File: config.mk
export PLATFORM = sky130hd
export DESIGN_NAME = aarch64_reloc_patcher_top
export DESIGN_NICKNAME = d
export VERILOG_FILES = /design/src/hw/rtl/arp_pkg.sv /design/src/hw/rtl/arp_patch_unit.sv /design/src/hw/rtl/aarch64_reloc_patcher_top.sv
export SDC_FILE = /design/constraint.sdc
export NUM_CORES = 1
export LEC_CHECK = 0
export ABC_CLOCK_PERIOD_IN_PS = 5500
export BUFFER_PORTS_ARGS = -buffer_cell sky130_fd_sc_hd__buf_2
export CORE_MARGIN = 2
export CORE_UTILIZATION = 39
export CTS_CLUSTER_DIAMETER = 100
export DETAILED_ROUTE_END_ITERATION = 8
export RECOVER_POWER = 25
export SETUP_SLACK_MARGIN = 0.5
export SLEW_MARGIN = 20
export SYNTH_ARGS = -nofsm -noshare
export SYNTH_HDL_FRONTEND = slang
export SYNTH_HIERARCHICAL = 1
export SYNTH_SLANG_ARGS = --single-unit
File: constraint.sdc
create_clock -name clk_i -period 5.5 [get_ports clk_i]
set_input_delay 0.275 -clock clk_i [delete_from_list [all_inputs] [get_ports clk_i]]
set_output_delay 0.275 -clock clk_i [all_outputs]
set_load 0.005 [all_outputs]
File: src/hw/rtl/arp_pkg.sv
// ----------------------------------------------------------------------------
// arp_pkg: shared types and constants for the aarch64 relocation patcher
// Action codes, status codes, instruction field masks and the word that
// travels from the operand stage to the patch stage.
// ----------------------------------------------------------------------------
`timescale 1ns / 1ps
`default_nettype none

package arp_pkg;

  // relocation action codes
  typedef enum logic [3:0] {
    OP_PCREL32     = 4'd0,
    OP_ABS64       = 4'd1,
    OP_ABS32       = 4'd2,
    OP_BRANCH26    = 4'd3,
    OP_PAGE21      = 4'd4,
    OP_PAGEOFF12   = 4'd5,
    OP_LDST64      = 4'd6,
    OP_LDST32      = 4'd7,
    OP_LDST128     = 4'd8,
    OP_CONDBR19    = 4'd9,
    OP_GOTPAGE21   = 4'd10,
    OP_GOTPAGEOFF12 = 4'd11
  } op_e;

  // result status codes
  typedef enum logic [1:0] {
    ST_OK      = 2'd0,
    ST_RANGE   = 2'd1,
    ST_UNKNOWN = 2'd2
  } status_e;

  // instruction field masks
  localparam logic [31:0] BR26_KEEP    = 32'hFC00_0000;
  localparam logic [31:0] ADRP_KEEP    = 32'h9F00_001F;
  localparam logic [31:0] LDST_CLASS_M = 32'h3B00_0000;
  localparam logic [31:0] LDST_CLASS_V = 32'h3900_0000;
  localparam logic [31:0] SIMD128_M    = 32'h0480_0000;
  localparam logic [31:0] LDST_KEEP    = 32'hFFC0_03FF;
  localparam logic [31:0] ADD_IMM_BASE = 32'h9100_0000;
  localparam logic [31:0] CB19_KEEP    = 32'hFF00_001F;

  // load/store offset scales
  localparam logic [2:0] SCALE_32  = 3'd2;
  localparam logic [2:0] SCALE_64  = 3'd3;
  localparam logic [2:0] SCALE_128 = 3'd4;

  // operand stage word: target already formed as base plus addend
  typedef struct packed {
    logic [3:0]  op;
    logic [63:0] target;
    logic [63:0] place;
    logic [31:0] insn;
    logic        got_ok;
    logic        got_any;
    logic        named;
    logic        writable;
  } stage_t;

endpackage

`default_nettype wire

File: src/hw/rtl/arp_patch_unit.sv
// ----------------------------------------------------------------------------
// arp_patch_unit: displacement, range check and field insertion
// Takes the registered operand word, forms the pc- or page-relative
// displacement, checks its range, builds the patched value and registers
// the result together with its strobe.
// ----------------------------------------------------------------------------
`timescale 1ns / 1ps
`default_nettype none

module arp_patch_unit (
  input  wire logic              clk_i,
  input  wire logic              rst_ni,
  input  wire logic              vld_i,
  input  wire arp_pkg::stage_t   stage_i,
  output logic                   done_o,
  output logic [63:0]            patch_value_o,
  output logic                   patch_is_wide_o,
  output logic [1:0]             status_o,
  output logic                   needs_bind_o,
  output logic                   needs_rebase_o
);

  // insert a scaled low-12 page offset into a load/store word
  function automatic logic [31:0] lo12_insert(input logic [31:0] insn,
                                              input logic [11:0] low,
                                              input logic [2:0]  scale);
    logic [11:0] off;
    off = low >> scale;
    return (insn & arp_pkg::LDST_KEEP) | {10'b0, off, 10'b0};
  endfunction

  logic        is_page;
  logic [63:0] lhs;
  logic [63:0] rhs;
  logic [63:0] diff;
  logic        br26_fit;
  logic        cb19_fit;
  logic        adrp_fit;
  logic [31:0] adrp_word;
  logic [2:0]  auto_scale;
  logic [63:0] val;
  logic        wide;
  logic        bind_req;
  logic        rebase;
  logic        fit;
  logic [1:0]  status;

  logic        done_q;
  logic [63:0] value_q;
  logic        wide_q;
  logic [1:0]  status_q;
  logic        bind_q;
  logic        rebase_q;

  // displacement: page-aligned for adrp forms, plain otherwise
  assign is_page = (stage_i.op == arp_pkg::OP_PAGE21) || (stage_i.op == arp_pkg::OP_GOTPAGE21);
  assign lhs  = is_page ? {stage_i.target[63:12], 12'b0} : stage_i.target;
  assign rhs  = is_page ? {stage_i.place[63:12], 12'b0} : stage_i.place;
  assign diff = lhs - rhs;

  // range checks: the bits above the field must be a sign extension
  assign br26_fit = (&diff[63:27]) || !(|diff[63:27]);
  assign cb19_fit = (&diff[63:20]) || !(|diff[63:20]);
  assign adrp_fit = (&diff[63:32]) || !(|diff[63:32]);

  assign adrp_word = (stage_i.insn & arp_pkg::ADRP_KEEP) |
                     {1'b0, diff[13:12], 24'b0, 5'b0} |
                     {8'b0, diff[32:14], 5'b0};

  // scale detection for the generic page-offset form
  always_comb begin
    auto_scale = 3'd0;
    if ((stage_i.insn & arp_pkg::LDST_CLASS_M) == arp_pkg::LDST_CLASS_V) begin
      auto_scale = {1'b0, stage_i.insn[31:30]};
      if ((stage_i.insn & arp_pkg::SIMD128_M) == arp_pkg::SIMD128_M) begin
        auto_scale = arp_pkg::SCALE_128;
      end
    end
  end

  // action select
  always_comb begin
    val      = 64'd0;
    wide     = 1'b0;
    bind_req = 1'b0;
    rebase   = 1'b0;
    fit      = 1'b1;
    status   = arp_pkg::ST_OK;
    case (stage_i.op)
      arp_pkg::OP_PCREL32: begin
        val = {32'b0, diff[31:0]};
      end
      arp_pkg::OP_ABS64: begin
        wide = 1'b1;
        if (stage_i.named && stage_i.writable && stage_i.got_any) begin
          bind_req = 1'b1;
        end else begin
          val    = stage_i.target;
          rebase = stage_i.writable && (|stage_i.target);
        end
      end
      arp_pkg::OP_ABS32: begin
        val = {32'b0, stage_i.target[31:0]};
      end
      arp_pkg::OP_BRANCH26: begin
        fit = br26_fit;
        val = {32'b0, (stage_i.insn & arp_pkg::BR26_KEEP) | {6'b0, diff[27:2]}};
      end
      arp_pkg::OP_PAGE21, arp_pkg::OP_GOTPAGE21: begin
        fit = adrp_fit;
        val = {32'b0, adrp_word};
      end
      arp_pkg::OP_PAGEOFF12: begin
        val = {32'b0, lo12_insert(stage_i.insn, stage_i.target[11:0], auto_scale)};
      end
      arp_pkg::OP_LDST64: begin
        val = {32'b0, lo12_insert(stage_i.insn, stage_i.target[11:0], arp_pkg::SCALE_64)};
      end
      arp_pkg::OP_LDST32: begin
        val = {32'b0, lo12_insert(stage_i.insn, stage_i.target[11:0], arp_pkg::SCALE_32)};
      end
      arp_pkg::OP_LDST128: begin
        val = {32'b0, lo12_insert(stage_i.insn, stage_i.target[11:0], arp_pkg::SCALE_128)};
      end
      arp_pkg::OP_CONDBR19: begin
        fit = cb19_fit;
        val = {32'b0, (stage_i.insn & arp_pkg::CB19_KEEP) | {8'b0, diff[20:2], 5'b0}};
      end
      arp_pkg::OP_GOTPAGEOFF12: begin
        if (stage_i.got_ok) begin
          val = {32'b0, lo12_insert(stage_i.insn, stage_i.target[11:0], arp_pkg::SCALE_64)};
        end else begin
          // relax the got load into add xd, xn, #pageoff
          val = {32'b0, arp_pkg::ADD_IMM_BASE | {10'b0, stage_i.target[11:0], 10'b0} |
                        {22'b0, stage_i.insn[9:5], 5'b0} | {27'b0, stage_i.insn[4:0]}};
        end
      end
      default: begin
        status = arp_pkg::ST_UNKNOWN;
      end
    endcase
    if ((status == arp_pkg::ST_OK) && !fit) begin
      status = arp_pkg::ST_RANGE;
    end
    // nothing to store on an error
    if (status != arp_pkg::ST_OK) begin
      val      = 64'd0;
      wide     = 1'b0;
      bind_req = 1'b0;
      rebase   = 1'b0;
    end
  end

  // result strobe
  always_ff @(posedge clk_i or negedge rst_ni) begin
    if (!rst_ni) begin
      done_q <= 1'b0;
    end else begin
      done_q <= vld_i;
    end
  end

  // result word
  always_ff @(posedge clk_i) begin
    if (vld_i) begin
      value_q  <= val;
      wide_q   <= wide;
      status_q <= status;
      bind_q   <= bind_req;
      rebase_q <= rebase;
    end
  end

  assign done_o          = done_q;
  assign patch_value_o   = value_q;
  assign patch_is_wide_o = wide_q;
  assign status_o        = status_q;
  assign needs_bind_o    = bind_q;
  assign needs_rebase_o  = rebase_q;

endmodule

`default_nettype wire

File: src/hw/rtl/aarch64_reloc_patcher_top.sv
// ----------------------------------------------------------------------------
// aarch64_reloc_patcher_top: applies one classified aarch64 relocation
// Registers the relocation, adds the addend to the symbol or got base,
// then forms the displacement and patches the instruction or data word.
// ----------------------------------------------------------------------------
// A relocation word is taken at every clock edge where start is high; busy
// never rises, so one word per cycle is sustained. Each word produces
// exactly one result, shown for one cycle with done_o high, in the order
// the words came in. A word passes through the input register, the operand
// register (symbol or got base plus addend) and the displacement/patch
// register; the receiver cannot hold a result off, so done_o words must be
// captured as they appear.
`timescale 1ns / 1ps
`default_nettype none

module aarch64_reloc_patcher_top (
  input  wire logic        clk_i,
  input  wire logic        rst_ni,
  input  wire logic        start,
  output logic             busy,
  input  wire logic [3:0]  operation_i,
  input  wire logic [63:0] symbol_address_i,
  input  wire logic signed [63:0] addend_i,
  input  wire logic [63:0] place_address_i,
  input  wire logic [31:0] old_word_i,
  input  wire logic        got_exists_i,
  input  wire logic [63:0] got_address_i,
  input  wire logic        symbol_named_i,
  input  wire logic        target_writable_i,
  output logic             done_o,
  output logic [63:0]      patch_value_o,
  output logic             patch_is_wide_o,
  output logic [1:0]       status_o,
  output logic             needs_bind_o,
  output logic             needs_rebase_o
);

  logic        in_vld_q;
  logic [3:0]  op_q;
  logic [63:0] sym_q;
  logic [63:0] addend_q;
  logic [63:0] place_q;
  logic [31:0] insn_q;
  logic        got_any_q;
  logic [63:0] got_q;
  logic        named_q;
  logic        writable_q;

  logic            got_ok;
  logic            use_got;
  logic [63:0]     base;
  arp_pkg::stage_t stage_d;
  arp_pkg::stage_t stage_q;
  logic            stage_vld_q;

  // every word is taken
  assign busy = 1'b0;

  // input register valid
  always_ff @(posedge clk_i or negedge rst_ni) begin
    if (!rst_ni) begin
      in_vld_q    <= 1'b0;
      stage_vld_q <= 1'b0;
    end else begin
      in_vld_q    <= start && !busy;
      stage_vld_q <= in_vld_q;
    end
  end

  // input register payload
  always_ff @(posedge clk_i) begin
    if (start && !busy) begin
      op_q       <= operation_i;
      sym_q      <= symbol_address_i;
      addend_q   <= addend_i;
      place_q    <= place_address_i;
      insn_q     <= old_word_i;
      got_any_q  <= got_exists_i;
      got_q      <= got_address_i;
      named_q    <= symbol_named_i;
      writable_q <= target_writable_i;
    end
  end

  // operand stage: a present, nonzero got entry replaces the symbol for the got forms
  assign got_ok  = got_any_q && (|got_q);
  assign use_got = got_ok && ((op_q == arp_pkg::OP_GOTPAGE21) ||
                              (op_q == arp_pkg::OP_GOTPAGEOFF12));
  assign base    = use_got ? got_q : sym_q;

  always_comb begin
    stage_d          = '0;
    stage_d.op       = op_q;
    stage_d.target   = base + addend_q;
    stage_d.place    = place_q;
    stage_d.insn     = insn_q;
    stage_d.got_ok   = got_ok;
    stage_d.got_any  = got_any_q;
    stage_d.named    = named_q;
    stage_d.writable = writable_q;
  end

  always_ff @(posedge clk_i) begin
    if (in_vld_q) begin
      stage_q <= stage_d;
    end
  end

  // displacement and patch stage
  arp_patch_unit u_patch (
    .clk_i           (clk_i),
    .rst_ni          (rst_ni),
    .vld_i           (stage_vld_q),
    .stage_i         (stage_q),
    .done_o          (done_o),
    .patch_value_o   (patch_value_o),
    .patch_is_wide_o (patch_is_wide_o),
    .status_o        (status_o),
    .needs_bind_o    (needs_bind_o),
    .needs_rebase_o  (needs_rebase_o)
  );

endmodule

`default_nettype wire

==> out/results.tsv <==
metric	value	unit
vias_per_cell	5.55	
place_inst	3964	
initial_utilization	39.3	%
r2r-start	stage_q[166]	
ant_nets	0	
power_density	365	nW/um^2
cts_max_path_buffers	3	
tritoncts	yes	
r2r_end	u_patch/patch_value_o[25]	
maxClockFrequency	0.201	GHz
tightest_slew	1.10	ns
status	finished clean	
final_common_cell	edfxtp_1	
syn_avg_cell_area	11.5	um^2
die_area	74100	um^2
num_rows	98	
cts_root_buf	clkbuf_16	
min-delay-start	symbol_address_i[0]	
vias	24400	
wl	99.5	mm
gp_congestion	0.968	
cts-buffers-inserted	53	
pin_count	369	
rsz0062_at_grt	true	
netlist_area	28000	um^2
grt_overflow	0	
die_y	272	um
grt_max_degree	165	
critPathCaptureType	flip-flop	
hold_path_end	sym_q[0]	
critPathRequiredTime	5.93	ns
syn_inst	2447	
r2r_setup_slack	0.54	ns
critPathSlowestCell	edfxtp_1	
syn_to_final_growth	40.3	%
path_clk_slew	0.06	ns
peakVddDrop	0.000258	V
drv_cap	0	
syn_nets	2873	
start_kind	flip-flop	
power	14400	uW
fin_cells	4395	
whs_path_depth	2	
finalNetCount	3826	
finalSetupViolCount	0	
r2r_cells	22	
drive_gt1_share	31.2	%
path_cells	nor2b_4, nand2_2, o21ai_4, nand2b_4, buf_6, and2_4, fa_2, a211oi_4, o21ai_4, and3_4, nor4b_4, a311oi_2, buf_4, a21oi_2, or4b_4, a211o_1, a2111oi_4, a22oi_2, buf_6, clkbuf_16, buf_6, a21oi_2	
grt_pass1_vias	24500	
cpPeakStageDelay	0.47	ns
worst_path_dominant_cell_family	compound AO/OA/AOI/OAI gates	
die_w	272	um
clock_latency	0.62	ns
leakage	0.0155	uW
drt_iter0_markers	2066	
grt_usage	26.0	%
skew	0.0260	ns
slew_headroom	26.4	%
critPathKind	flip-flop to flip-flop	
drc_errors	0	
hold_class	primary input to flip-flop	
cpMostUsedCell	buf_6	
clock-sinks	511	
hold_violations	0	
numPortBuffers	355	
final_util	55.1	%
grt_pass1_wl	146	mm
cts_max_level	2	
period_share	90.2	%
layout_common_cells	edfxtp_1, buf_4, buf_2	
first_pass_iters	7	
core	71400	um^2
cp_max_fo	7	
ys_warn_count	6	
arrival	5.39	ns
min_period	4.96	ns
hpwl	74.0	mm
wl_per_cell	22.6	um
antenna_found_initial	2	
maxSlewViolCount	0	
worst-path-buf-inv	5	
## power by group
group | total [uW] | switching (uW) | leakage (uW) | internal (uW)
Combinational | 5480 | 3170 | 0.00957 | 2320
Clock | 3680 | 1530 | 0.000856 | 2150
Sequential | 5200 | 395 | 0.00512 | 4810
## layer usage
layer / GRT usage [%] / vias up / share of wire, %
li1: - / 11400 / -
met1: 34.2 / 12000 / 43
met2: 44.0 / 852 / 48
met3: 3.52 / 178 / 5.6
met4: 8.88 / 4 / 3.5
met5: 0 / - / 0.027
## flip-flops by register name, indices dropped and copies added (netlist names)
signal and count:
got_any_q 1, u_patch/status_o 2, in_vld_q 1, insn_q 20
u_patch/patch_is_wide_o 1, addend_q 64, named_q 1, stage_vld_q 1
place_q 64, u_patch/patch_value_o 64, writable_q 1, got_q 64
u_patch/done_o 1, stage_q 156, u_patch/needs_bind_o 1, sym_q 64
u_patch/needs_rebase_o 1, op_q 4
## worst max-delay path by stage
stage,startpoint,end,slack [ns],cells after the start
floorplan,stage_q[167],u_patch/patch_value_o[20],0.54,23
global placement,got_q[3],stage_q[159],-0.006,17
detailed placement,got_q[3],stage_q[159],0.002,17
CTS,got_q[13],stage_q[148],0.44,20
global route,stage_q[166],u_patch/patch_value_o[4],0.35,22
finish,stage_q[166],u_patch/patch_value_o[25],0.54,22
## per-stage QoR
step	TNS, ns	instance area, um^2	hold WS (ns)	setup WS, ns
floorplan	0	28100	-0.0206	0.544
global placement	-0.00597	33200	0.0687	-0.00597
detailed placement	0	33200	0.0694	0.00193
CTS	0	38700	0.323	0.437
global route	0	39400	0.346	0.349
finish	0	39400	0.361	0.537
## final cells by class
type,count,area [um^2]
inverter,83,312
multi-input combinational,1723,13000
clock buffer,60,1350
clock inverter,39,430
timing repair buffer,1028,7700
sequential,511,15300
tap,950,1190
fill,6033,32000
antenna,1,2.50
## what timing repair did
item	4_1_cts	5_1_grt
resized for setup	119	112
endpoints found under the setup margin	76	62
hold buffers	286	0
gates cloned	0	3
endpoints found under the hold margin	287	0
setup buffers	23	19
pin swaps	55	94
No activity file was read; power rests on OpenSTA's default activity.
